==> src/rtl/mh64_pkg.sv <==
// Shared constants and types for the MurmurHash64A stream hasher.
`default_nettype none
package mh64_pkg;

    // Hash constants
    localparam logic [63:0] MUR_M = 64'hc6a4a7935bd1e995;
    localparam int unsigned MUR_R = 47;

    // Field widths
    localparam int unsigned WORD_W      = 64;
    localparam int unsigned NBYTES_W    = 4;
    localparam int unsigned TLEN_W      = 32;
    localparam int unsigned BYTES_WORD  = 8;
    localparam int unsigned S_TDATA_W   = 104;
    localparam int unsigned LENGTH_BITS_DEF = 32;
    localparam int unsigned FIFO_DEPTH_DEF  = 2;

    // How a word touches the hash
    typedef enum logic [1:0] {
        KIND_NONE = 2'd0,
        KIND_TAIL = 2'd1,
        KIND_FULL = 2'd2
    } kind_t;

    // Classified request passed from front to back
    typedef struct packed {
        logic [63:0] word;
        kind_t       kind;
        logic        first;
        logic        last;
    } cmd_t;

    // Back-end sequencer states
    typedef enum logic [5:0] {
        ST_IDLE = 6'b000001,
        ST_LEN  = 6'b000010,
        ST_KA   = 6'b000100,
        ST_KB   = 6'b001000,
        ST_HM   = 6'b010000,
        ST_FIN  = 6'b100000
    } state_t;

    // Where the sequencer goes after a hash value is settled
    typedef struct packed {
        state_t      state;
        logic [63:0] op;
        logic [63:0] h;
    } step_t;

endpackage
`default_nettype wire

==> src/rtl/murmur64a_stream_hash.sv <==
// Top level of the MurmurHash64A stream hasher.
`default_nettype none
// MurmurHash64A over a stream of 64-bit little-endian words. A front end takes each request,
// masks bytes past the valid count and queues it; a back end runs the hash on one shared
// 64x64 multiply-by-M unit. Each word is popped from the queue and then runs its products:
// a full word two key products and the hash product, a tail word the hash product, a word
// with no bytes none; a first word adds the length product and a last word finalization.
// The queue lets new requests in while the back end works, and the result register lets the
// next message run while a finished hash waits to be taken. The user must write the seed
// through seed_wr_en/seed_wr_data only while the block is idle; the block does not enforce it.
module murmur64a_stream_hash #(
    parameter int unsigned LENGTH_BITS = mh64_pkg::LENGTH_BITS_DEF,
    parameter int unsigned FIFO_DEPTH  = mh64_pkg::FIFO_DEPTH_DEF
) (
    input  wire logic                           clk,
    input  wire logic                           rst_n,
    input  wire logic                           seed_wr_en,
    input  wire logic [63:0]                    seed_wr_data,
    input  wire logic                           s_axis_tvalid,
    output logic                                s_axis_tready,
    // data_word [63:0], valid_bytes [67:64], total_length [99:68], zero pad [103:100]
    input  wire logic [mh64_pkg::S_TDATA_W-1:0] s_axis_tdata,
    // is_last
    input  wire logic                           s_axis_tlast,
    // is_first
    input  wire logic                           s_axis_tuser,
    output logic                                m_axis_tvalid,
    input  wire logic                           m_axis_tready,
    // hash_value [63:0]
    output logic [63:0]                         m_axis_tdata
);
    import mh64_pkg::*;

    localparam int unsigned LEN_W   = (LENGTH_BITS < TLEN_W) ? LENGTH_BITS : TLEN_W;
    localparam int unsigned CMD_W   = $bits(cmd_t);
    localparam int unsigned ENTRY_W = CMD_W + LEN_W;

    cmd_t               in_cmd;
    cmd_t               head_cmd;
    logic [LEN_W-1:0]   in_len;
    logic [LEN_W-1:0]   head_len;
    logic [ENTRY_W-1:0] head_vec;
    logic [63:0]        seed;
    logic               push;
    logic               pop;
    logic               fifo_full;
    logic               fifo_empty;

    // Accept and classify
    mh64_front #(
        .LEN_W (LEN_W)
    ) u_front (
        .clk          (clk),
        .rst_n        (rst_n),
        .seed_wr_en   (seed_wr_en),
        .seed_wr_data (seed_wr_data),
        .s_valid      (s_axis_tvalid),
        .s_word       (s_axis_tdata[63:0]),
        .s_nbytes     (s_axis_tdata[67:64]),
        .s_first      (s_axis_tuser),
        .s_last       (s_axis_tlast),
        .s_len        (s_axis_tdata[99:68]),
        .fifo_full    (fifo_full),
        .s_ready      (s_axis_tready),
        .push         (push),
        .cmd          (in_cmd),
        .len          (in_len),
        .seed         (seed)
    );

    // Request queue
    mh64_fifo #(
        .WIDTH (ENTRY_W),
        .DEPTH (FIFO_DEPTH)
    ) u_fifo (
        .clk       (clk),
        .rst_n     (rst_n),
        .push      (push),
        .push_data ({in_len, in_cmd}),
        .pop       (pop),
        .head      (head_vec),
        .full      (fifo_full),
        .empty     (fifo_empty)
    );

    assign head_cmd = head_vec[CMD_W-1:0];
    assign head_len = head_vec[ENTRY_W-1:CMD_W];

    // Hash sequencer
    mh64_back #(
        .LEN_W (LEN_W)
    ) u_back (
        .clk        (clk),
        .rst_n      (rst_n),
        .fifo_empty (fifo_empty),
        .head_cmd   (head_cmd),
        .head_len   (head_len),
        .seed       (seed),
        .pop        (pop),
        .m_valid    (m_axis_tvalid),
        .m_ready    (m_axis_tready),
        .m_hash     (m_axis_tdata)
    );

    // Back end only takes requests that are queued
    assert property (@(posedge clk) disable iff (!rst_n) pop |-> !fifo_empty)
        else $error("pop from empty request queue");

    // An accepted request is in the queue on the next cycle
    assert property (@(posedge clk) disable iff (!rst_n) push |=> !fifo_empty)
        else $error("accepted request lost from queue");

    // Queue never accepts while full
    assert property (@(posedge clk) disable iff (!rst_n) fifo_full |-> !push)
        else $error("queue overflow");

endmodule
`default_nettype wire

==> src/rtl/mh64_front.sv <==
// Front end: seed register, request accept and word classification.
`default_nettype none
module mh64_front #(
    parameter int unsigned LEN_W = 32
) (
    input  wire logic                 clk,
    input  wire logic                 rst_n,
    input  wire logic                 seed_wr_en,
    input  wire logic [63:0]          seed_wr_data,
    input  wire logic                 s_valid,
    input  wire logic [63:0]          s_word,
    input  wire logic [3:0]           s_nbytes,
    input  wire logic                 s_first,
    input  wire logic                 s_last,
    input  wire logic [31:0]          s_len,
    input  wire logic                 fifo_full,
    output logic                      s_ready,
    output logic                      push,
    output mh64_pkg::cmd_t            cmd,
    output logic [LEN_W-1:0]          len,
    output logic [63:0]               seed
);
    import mh64_pkg::*;

    logic [63:0] seed_reg;

    // Seed register
    always_ff @(posedge clk or negedge rst_n)
    begin
        if (!rst_n)
        begin
            seed_reg <= '0;
        end
        else if (seed_wr_en)
        begin
            seed_reg <= seed_wr_data;
        end
    end

    assign seed    = seed_reg;
    assign s_ready = !fifo_full;
    assign push    = s_valid && !fifo_full;
    assign len     = s_len[LEN_W-1:0];

    // Classify and mask bytes past the valid count
    always_comb
    begin
        cmd.first = s_first;
        cmd.last  = s_last;
        if (s_nbytes >= NBYTES_W'(BYTES_WORD))
        begin
            cmd.kind = KIND_FULL;
        end
        else if (s_nbytes == '0)
        begin
            cmd.kind = KIND_NONE;
        end
        else
        begin
            cmd.kind = KIND_TAIL;
        end
        for (int i = 0; i < BYTES_WORD; i++)
        begin
            cmd.word[i*8 +: 8] = (NBYTES_W'(i) < s_nbytes) ? s_word[i*8 +: 8] : 8'h00;
        end
    end

endmodule
`default_nettype wire

==> src/rtl/mh64_fifo.sv <==
// Small request queue between front and back end.
`default_nettype none
module mh64_fifo #(
    parameter int unsigned WIDTH = 8,
    parameter int unsigned DEPTH = 2
) (
    input  wire logic             clk,
    input  wire logic             rst_n,
    input  wire logic             push,
    input  wire logic [WIDTH-1:0] push_data,
    input  wire logic             pop,
    output logic [WIDTH-1:0]      head,
    output logic                  full,
    output logic                  empty
);
    localparam int unsigned PTR_W = (DEPTH > 1) ? $clog2(DEPTH) : 1;
    localparam int unsigned CNT_W = $clog2(DEPTH + 1);

    logic [WIDTH-1:0] slot_reg [DEPTH];
    logic [PTR_W-1:0] wr_ptr_reg, wr_ptr_next;
    logic [PTR_W-1:0] rd_ptr_reg, rd_ptr_next;
    logic [CNT_W-1:0] count_reg, count_next;

    assign full  = (count_reg == CNT_W'(DEPTH));
    assign empty = (count_reg == '0);
    assign head  = slot_reg[rd_ptr_reg];

    // Pointer and fill count update
    always_comb
    begin
        wr_ptr_next = wr_ptr_reg;
        rd_ptr_next = rd_ptr_reg;
        count_next  = count_reg;
        if (push)
        begin
            wr_ptr_next = (wr_ptr_reg == PTR_W'(DEPTH - 1)) ? '0 : wr_ptr_reg + 1'b1;
        end
        if (pop)
        begin
            rd_ptr_next = (rd_ptr_reg == PTR_W'(DEPTH - 1)) ? '0 : rd_ptr_reg + 1'b1;
        end
        if (push && !pop)
        begin
            count_next = count_reg + 1'b1;
        end
        else if (pop && !push)
        begin
            count_next = count_reg - 1'b1;
        end
    end

    always_ff @(posedge clk or negedge rst_n)
    begin
        if (!rst_n)
        begin
            wr_ptr_reg <= '0;
            rd_ptr_reg <= '0;
            count_reg  <= '0;
        end
        else
        begin
            wr_ptr_reg <= wr_ptr_next;
            rd_ptr_reg <= rd_ptr_next;
            count_reg  <= count_next;
        end
    end

    // Storage
    always_ff @(posedge clk)
    begin
        if (push)
        begin
            slot_reg[wr_ptr_reg] <= push_data;
        end
    end

endmodule
`default_nettype wire

==> src/rtl/mh64_back.sv <==
// Back end: hash sequencer around a shared two-stage multiply-by-M unit.
`default_nettype none
module mh64_back #(
    parameter int unsigned LEN_W = 32
) (
    input  wire logic             clk,
    input  wire logic             rst_n,
    input  wire logic             fifo_empty,
    input  wire mh64_pkg::cmd_t   head_cmd,
    input  wire logic [LEN_W-1:0] head_len,
    input  wire logic [63:0]      seed,
    output logic                  pop,
    output logic                  m_valid,
    input  wire logic             m_ready,
    output logic [63:0]           m_hash
);
    import mh64_pkg::*;

    state_t      state_reg, state_next;
    logic        ph_reg, ph_next;
    logic [63:0] op_reg, op_next;
    logic [63:0] h_reg, h_next;
    logic [63:0] word_reg, word_next;
    kind_t       kind_reg, kind_next;
    logic        last_reg, last_next;
    logic        out_valid_reg, out_valid_next;
    logic [63:0] out_data_reg, out_data_next;

    logic [63:0] pp_ll_reg, pp_ll_next;
    logic [31:0] pp_lh_reg, pp_lh_next;
    logic [31:0] pp_hl_reg, pp_hl_next;
    logic [31:0] pp_mid;
    logic [63:0] mres;
    logic [63:0] mres_xs;
    step_t       stp;

    // Route after the hash value hv is known for the current word
    function automatic step_t body_step(input logic [63:0] hv, input kind_t kind,
                                        input logic [63:0] word, input logic last);
        step_t s;
        s.h     = hv;
        s.op    = hv ^ (hv >> MUR_R);
        s.state = last ? ST_FIN : ST_IDLE;
        unique case (kind)
            KIND_FULL:
            begin
                s.op    = word;
                s.state = ST_KA;
            end
            KIND_TAIL:
            begin
                s.h     = hv ^ word;
                s.op    = hv ^ word;
                s.state = ST_HM;
            end
            default:
            begin
                s.state = last ? ST_FIN : ST_IDLE;
            end
        endcase
        return s;
    endfunction

    // Multiply stage 1: partial products of op * M (low 64 bits only)
    always_comb
    begin
        pp_ll_next = 64'(op_reg[31:0]) * 64'(MUR_M[31:0]);
        pp_lh_next = op_reg[31:0] * MUR_M[63:32];
        pp_hl_next = op_reg[63:32] * MUR_M[31:0];
    end

    always_ff @(posedge clk)
    begin
        pp_ll_reg <= pp_ll_next;
        pp_lh_reg <= pp_lh_next;
        pp_hl_reg <= pp_hl_next;
    end

    // Multiply stage 2: combine partial products
    assign pp_mid  = pp_lh_reg + pp_hl_reg;
    assign mres    = pp_ll_reg + {pp_mid, 32'h0};
    assign mres_xs = mres ^ (mres >> MUR_R);

    // Sequencer: ph_reg marks the result cycle of each product
    always_comb
    begin
        state_next     = state_reg;
        ph_next        = ph_reg;
        op_next        = op_reg;
        h_next         = h_reg;
        word_next      = word_reg;
        kind_next      = kind_reg;
        last_next      = last_reg;
        out_valid_next = out_valid_reg && !m_ready;
        out_data_next  = out_data_reg;
        pop            = 1'b0;
        stp            = body_step(h_reg, head_cmd.kind, head_cmd.word, head_cmd.last);
        unique case (state_reg)
            ST_IDLE:
            begin
                if (!fifo_empty)
                begin
                    pop       = 1'b1;
                    word_next = head_cmd.word;
                    kind_next = head_cmd.kind;
                    last_next = head_cmd.last;
                    ph_next   = 1'b0;
                    if (head_cmd.first)
                    begin
                        op_next    = 64'(head_len);
                        state_next = ST_LEN;
                    end
                    else
                    begin
                        op_next    = stp.op;
                        h_next     = stp.h;
                        state_next = stp.state;
                    end
                end
            end
            ST_LEN:
            begin
                if (!ph_reg)
                begin
                    ph_next = 1'b1;
                end
                else
                begin
                    stp        = body_step(seed ^ mres, kind_reg, word_reg, last_reg);
                    op_next    = stp.op;
                    h_next     = stp.h;
                    state_next = stp.state;
                    ph_next    = 1'b0;
                end
            end
            ST_KA:
            begin
                if (!ph_reg)
                begin
                    ph_next = 1'b1;
                end
                else
                begin
                    op_next    = mres_xs;
                    state_next = ST_KB;
                    ph_next    = 1'b0;
                end
            end
            ST_KB:
            begin
                if (!ph_reg)
                begin
                    ph_next = 1'b1;
                end
                else
                begin
                    h_next     = h_reg ^ mres;
                    op_next    = h_reg ^ mres;
                    state_next = ST_HM;
                    ph_next    = 1'b0;
                end
            end
            ST_HM:
            begin
                if (!ph_reg)
                begin
                    ph_next = 1'b1;
                end
                else
                begin
                    h_next     = mres;
                    op_next    = mres_xs;
                    state_next = last_reg ? ST_FIN : ST_IDLE;
                    ph_next    = 1'b0;
                end
            end
            ST_FIN:
            begin
                if (!ph_reg)
                begin
                    ph_next = 1'b1;
                end
                else if (!out_valid_reg || m_ready)
                begin
                    out_valid_next = 1'b1;
                    out_data_next  = mres_xs;
                    state_next     = ST_IDLE;
                    ph_next        = 1'b0;
                end
            end
            default:
            begin
                state_next = ST_IDLE;
                ph_next    = 1'b0;
            end
        endcase
    end

    // Control state and running hash
    always_ff @(posedge clk or negedge rst_n)
    begin
        if (!rst_n)
        begin
            state_reg     <= ST_IDLE;
            ph_reg        <= 1'b0;
            h_reg         <= '0;
            out_valid_reg <= 1'b0;
        end
        else
        begin
            state_reg     <= state_next;
            ph_reg        <= ph_next;
            h_reg         <= h_next;
            out_valid_reg <= out_valid_next;
        end
    end

    // Payload registers
    always_ff @(posedge clk)
    begin
        op_reg       <= op_next;
        word_reg     <= word_next;
        kind_reg     <= kind_next;
        last_reg     <= last_next;
        out_data_reg <= out_data_next;
    end

    assign m_valid = out_valid_reg;
    assign m_hash  = out_data_reg;

endmodule
`default_nettype wire
==> config.mk <==
export PLATFORM = sky130hd
export DESIGN_NAME = murmur64a_stream_hash
export DESIGN_NICKNAME = d
export VERILOG_FILES = /design/src/rtl/mh64_pkg.sv /design/src/rtl/murmur64a_stream_hash.sv /design/src/rtl/mh64_front.sv /design/src/rtl/mh64_fifo.sv /design/src/rtl/mh64_back.sv
export SDC_FILE = /design/constraint.sdc
export NUM_CORES = 2
export LEC_CHECK = 0
export BUFFER_PORTS_ARGS = -buffer_cell sky130_fd_sc_hd__buf_2
export CAP_MARGIN = 40
export CORE_ASPECT_RATIO = 1.5
export CORE_MARGIN = 2
export CORE_UTILIZATION = 34
export DETAILED_ROUTE_END_ITERATION = 7
export PLACE_DENSITY = 0.45
export SYNTH_ARGS = -nofsm -noshare
export SYNTH_HDL_FRONTEND = slang
export SYNTH_SLANG_ARGS = --single-unit
==> constraint.sdc <==
create_clock -name clk -period 10.3 [get_ports clk]
set_input_delay 1.545 -clock clk [delete_from_list [all_inputs] [get_ports clk]]
set_output_delay 1.545 -clock clk [all_outputs]
set_load 0.05 [all_outputs]
# ---- Word-level counts from Yosys, hierarchy flattened
# Memory sizes are Yosys's and may differ from the RTL's.
# Cells that the tools add are included.
dict set report classes {
  n_mul 3
  magnitude_cmp 9
  add_sub_neg 6
  reduce_logical 22
  bitwise_logic 8
  eq_ne 21
  n_mux 54
}
# cell count
set ops {}
lappend ops {{64-bit two-way mux} 11}
lappend ops {{64-bit case mux with 4 select lines} 2}
lappend ops {{64-bit case mux with 2 select lines} 2}
lappend ops {{64-bit XOR} 4}
lappend ops {{64-bit by 17-bit XOR with 64-bit output} 3}
lappend ops {{63-bit by 64-bit adder with 64-bit output} 1}
lappend ops {{32-bit by 31-bit multiplier with 32-bit output, second input constant} 2}
lappend ops {{8-bit two-way mux} 8}
lappend ops {{32-bit by 31-bit multiplier with 63-bit output, second input constant} 1}
lappend ops {{6-bit two-way mux} 10}
lappend ops {{6-bit case mux with 6 select lines} 1}
lappend ops {{32-bit adder} 1}
lappend ops {{6-bit case mux with 2 select lines} 2}
lappend ops {{3-bit by 4-bit < comparator with 1-bit output, first input constant} 4}
lappend ops {{1-bit two-way mux} 14}
lappend ops {{2-bit by 1-bit inequality test with 1-bit output, second input constant} 7}
lappend ops {{7-bit AND reduction} 2}
lappend ops {{1-bit by 4-bit < comparator with 1-bit output, first input constant} 2}
lappend ops {{2-bit by 4-bit < comparator with 1-bit output, first input constant} 2}
lappend ops {{4-bit nonzero test} 2}
lappend ops {{2-bit == test, second input constant} 3}
lappend ops {{6-bit by 1-bit == test with 1-bit output, second input constant} 1}
lappend ops {{6-bit by 2-bit == test with 1-bit output, second input constant} 1}
lappend ops {{6-bit by 3-bit == test with 1-bit output, second input constant} 1}
lappend ops {{other kinds (23)} 36}
dict set report word_totals {
  n_memories 1
  reg_bits 462
  input_bits 175
  ram_bits 200
  output_inout_bits 66
}
# name words word_bits read_ports rd_ports_with_merged_regs write_ports line
set mem_list {}
lappend mem_list {u_fifo.slot_reg 2 100 1 0 1 mh64_fifo.sv:19} ;# logic [WIDTH-1:0] slot_reg [DEPTH];

# ---- Longest topological paths before layout
dict set report logic_depth {
  depth_word 7
  mapped_depth 28
  depth_no_buf 27
}

# ---- Hierarchy
# A second synthesis with hierarchy kept.
dict set report unflattened {
  cells_unflattened 6748
  area_unflattened_um2 70526.4
}
# mod seq_area_each_um2 instances cells_per_inst area_per_inst_um2
set by_module_without_submodules {}
lappend by_module_without_submodules {mh64_back 10181.0 1 6172 59539.6}
lappend by_module_without_submodules {mh64_fifo 6105.9 1 327 7852.5}
lappend by_module_without_submodules {mh64_front 1601.5 1 249 3134.3}

# ---- Worst setup path before layout
# Ideal clock, no wire load.
dict set report synth_timing {
  path_kind {register -> register}
  start {register u_back.op_reg[8]}
  end {register u_back.pp_ll_reg[56]}
  arrival_ps 7187
  path_buffers 1
  synth_period_minus_slack_ps 7314
  stages_incl_launch_ff 27
  t_required_ps 10173
  setup_slack_ps 2986
  path_cell_list {edfxtp_1 > fa_1 > ha_1 > inv_1 > fa_1 > inv_1 > fa_1 > inv_1 > fa_1 > inv_1 > fa_1 > fa_1 > inv_1 > fa_1 > inv_1 > ha_1 > clkbuf_1 > a21oi_1 > o21ai_1 > a21o_1 > a2111oi_0 > o221ai_2 > a41oi_1 > a31oi_2 > a31oi_1 > o21ai_0 > xor2_1}
}
dict set report synth_via {
  elab_chain_cells 1
}
# element line
set synth_rtl {}
lappend synth_rtl {{start, declared} mh64_back.sv:21} ;# logic [63:0] op_reg, op_next;
lappend synth_rtl {{start signal, assigned} mh64_back.sv:221} ;# op_reg <= op_next;
lappend synth_rtl {{32-bit by 31-bit multiplier with 63-bit output} mh64_back.sv:67} ;# pp_ll_next = 64'(op_reg[31:0]) * 64'(MUR_M[31:0]);
lappend synth_rtl {{via u_back.pp_ll_next[56]} mh64_back.sv:29} ;# logic [63:0] pp_ll_reg, pp_ll_next;
lappend synth_rtl {{end signal, assigned} mh64_back.sv:74} ;# pp_ll_reg <= pp_ll_next;
lappend synth_rtl {{end, declared} mh64_back.sv:29}
# The timed path passes the listed nets, and every way through them passes these cells.
# A chain may end at the register's enable or synchronous reset.

# ---- Worst setup path in the final report
dict set report layout_timing {
  start {register u_back.op_reg[3]}
  end {register u_back.pp_ll_reg[59]}
}
# The elaborated chain is that of the path after synthesis.

==> run_results.csv <==
group,metric,value,unit
sta,rsz0062_at_grt,"false",
synthesis,yosysTopAreaCell,"fa_1",
place,dp_cells,9481,
global_route,antenna_found_initial,25,
sta,period_share,85.5,%
synthesis,synth_mux_area_share,3.16,%
global_route,grt_usage,24.2,%
hold_path,hp-start,"u_front.seed[15]",
clock_tree,cts_tree,"done",
detailed_routing,drcViolationCount,1,
synthesis,synth-xor-area-share,6.38,%
critical_path,cp-end-kind,"flip-flop",
job,maxCapViolations,0,
detailed_routing,avgViaCountPerCell,5.19,
clock_tree,htree_num_levels,3,
run_status,outcome,"finished with violations",
sta,final-hold-violation-count,0,
layout,layout.nets,8726,
synthesis,yosys.area_share.simple,6.26,%
critical_path,cp.arrival,9390,ps
sta,tns,0,ps
synthesis,synth_top_area_share,22.1,%
clock_tree,numCtsBuffers,77,
detailed_routing,avgRoutedWirePerCell,25.8,um
detailed_routing,firstDrtPassIters,8,
critical_path,path_class,"flip-flop to flip-flop",
critical_path,reg2reg_depth,25,
sta,fmax,114,MHz
critical_path,cp_max_fo,10,
synthesis,synthFlopType,"edfxtp_1",
critical_path,reg2reg_to,"u_back.pp_ll_reg[59]",
detailed_routing,drt_first_iter_violations,3436,
clock_tree,cts_buffer_depth,3,
clock_tree,cts.sinks,661,
die,die_area,207000,um^2
run_status,violations,"design-rule violations",
clock_tree,clkLatencyLatePin,730,ps
sta,skew,56.4,ps
synthesis,synth_compound_area_share,11.9,%
clock_tree,ctsHoldBuffers,0,
clock_tree,clkTransAtPathRegs,70,ps
global_route,grt_pass1_wl,362,mm
sta,maxSlewHeadroom,33.2,%
hold_path,min_path_cells,1,
hold_path,hold_end,"u_front.seed[15]",
die,die_h,557,um
clock_tree,post_cts_buffers,0,
synthesis,synth_top_family_by_area,"adder cells",
critical_path,regToRegSetupSlack,1490,ps
synthesis,synth-seq-cells,661,
layout,drive_above_1_share,9.65,%
synthesis,synth_area_leaders,"fa_1, edfxtp_1, ha_1",
detailed_routing,ant_nets,0,
synthesis,synth_warnings,0,
detailed_routing,drt_wl_total,249,mm
synthesis,netlist_area,69200,um^2
clock_tree,cts_resized,0,
synthesis,synth_adder_area_share,38.0,%
global_route,grt_max_degree,74,
synthesis,synth_nets,8507,
layout,fin_cells,9658,
die,rows,202,
detailed_routing,vias,50078,
critical_path,critPathRequiredTime,10880,ps
critical_path,worstSetupStartpointType,"flip-flop",
place,dp.final_hpwl,198,mm
die,io_pins,241,
layout,syn_to_final_growth,11.5,%
die,initial_core_util,34.2,%
sta,max_slew.worst_pin.slew,1000,ps
die,core-area,202000,um^2
clock_tree,cts_root_buf,"clkbuf_16",
sta,report.final.slew_viol_count,0,
synthesis,synth_edf_count,395,
place,gp_congestion,0.953,
synthesis,synth_area_per_cell,10.3,um^2
global_route,grt_pass1_vias,52937,
sta,min_period,8810,ps
critical_path,timing.rr.start,"u_back.op_reg[3]",
die,die_x,372,um
synthesis,synthCells,6689,
place,port_buffers,236,
synthesis,ys_seq_area_share,25.8,%
sta,setup_viol,0,
hold_path,holdCritPathClass,"flip-flop to flip-flop",
layout,largest_register_ff_count,200,
synthesis,netlist-cell-type-count,99,
global_route,grt_overflow,0,
synthesis,synthArstFlopShare,21.2,%
## stage by stage
stage | instance area [um^2] | utilization, % | hold slack [ps] | worst slack, ps
floorplan | 69200 | - | 461 | 2990
global placement | 73800 | 36.5 | 511 | 1520
detailed placement | 74400 | 36.8 | 517 | 1560
CTS | 77000 | 38.1 | 531 | 1500
global route | 77100 | 38.1 | 542 | 1200
finish | 77100 | 38.1 | 528 | 1490
## synth_stat cells (all sizes together) (9+ instances only)
master,number
a2111oi,9
a211o,13
a211oi,72
a21o,79
a21oi,354
a221o,12
a221oi,59
a222oi,9
a22o,15
a22oi,44
a31oi,68
a32oi,21
and2,29
and3,24
buf,58
clkbuf,189
dfrtp,139
dfxtp,126
edfxtp,395
fa,763
ha,880
inv,1304
mux2,86
mux2i,122
nand2,361
nand2b,28
nand3,41
nand3b,31
nand4,18
nor2,203
nor2b,76
nor3,69
o2111ai,11
o211ai,28
o21a,19
o21ai,195
o21bai,30
o221ai,63
o22a,36
o22ai,23
or3,19
xnor2,271
xor2,208
## how the worst max path moves through the flow
stage,start,end
after floorplan,u_back.op_reg[8],u_back.pp_ll_reg[56]
after global placement,u_back.op_reg[7],u_back.pp_ll_reg[62]
after detailed placement,u_back.op_reg[2],u_back.pp_ll_reg[59]
after CTS,u_back.op_reg[2],u_back.pp_ll_reg[59]
after global routing,u_back.op_reg[8],u_back.pp_ll_reg[62]
final,u_back.op_reg[3],u_back.pp_ll_reg[59]
## kinds of logic after synthesis
kind of cell	count (synthesis)
AOI/OAI and AO/OA	1218
muxes	208
buffers and inverters	1551
xor gates and xnor gates	481
and+or+nand+nor	927
DFF	661
adders and majority gates	1643
## cell usage in the layout, fill, tap and decap left out, types with 69 or more instances in the layout
cell type,n
nor2_1,199
ha_1,877
dfxtp_1,126
buf_4,128
a21o_1,79
a21oi_1,350
inv_1,1299
a211oi_1,69
xnor2_1,265
nor2b_1,73
buf_2,234
xor2_1,195
nand2_1,359
mux2i_1,121
mux2_2,86
edfxtp_1,395
dfrtp_1,138
o21ai_0,176
fa_1,763
clkbuf_16,77
## metal layers
layer,global-route usage (%),up-vias,wire length (um)
met4,13.6,4,16400
li1,-,22930,-
met5,0,-,23
met1,28.9,25336,97400
met3,2.61,400,10600
met2,42.2,1408,124000
## worst max-delay path: stages (launching register included)
cell	delay, ps
edfxtp_1	840
fa_1	570
ha_1	500
inv_1	100
fa_1	500
inv_1	50
ha_1	180
fa_1	480
inv_1	60
fa_1	530
inv_1	50
fa_1	480
inv_1	60
fa_1	510
inv_1	50
ha_1	450
nand3_1	110
nor2_1	250
o2111ai_1	560
a31o_1	460
a211o_1	450
a21oi_1	290
a41oi_1	250
a211o_1	430
o21a_1	240
o311ai_1	220
## layout make-up
| cell class | instances | area [um^2] |
|---|---|---|
| inverters | 1304 | 4900 |
| flip-flops and latches | 661 | 17900 |
| fillers | 20227 | 125000 |
| clock inverters | 45 | 639 |
| multi-input cells | 4477 | 45600 |
| repair buffers | 387 | 2640 |
| clock buffers | 98 | 2050 |
| diodes | 34 | 85.1 |
| well taps | 2652 | 3320 |
Power is left out: the tool's default activity adds up to more than one toggle a clock period on the data nets, which glitch-free logic cannot reach.
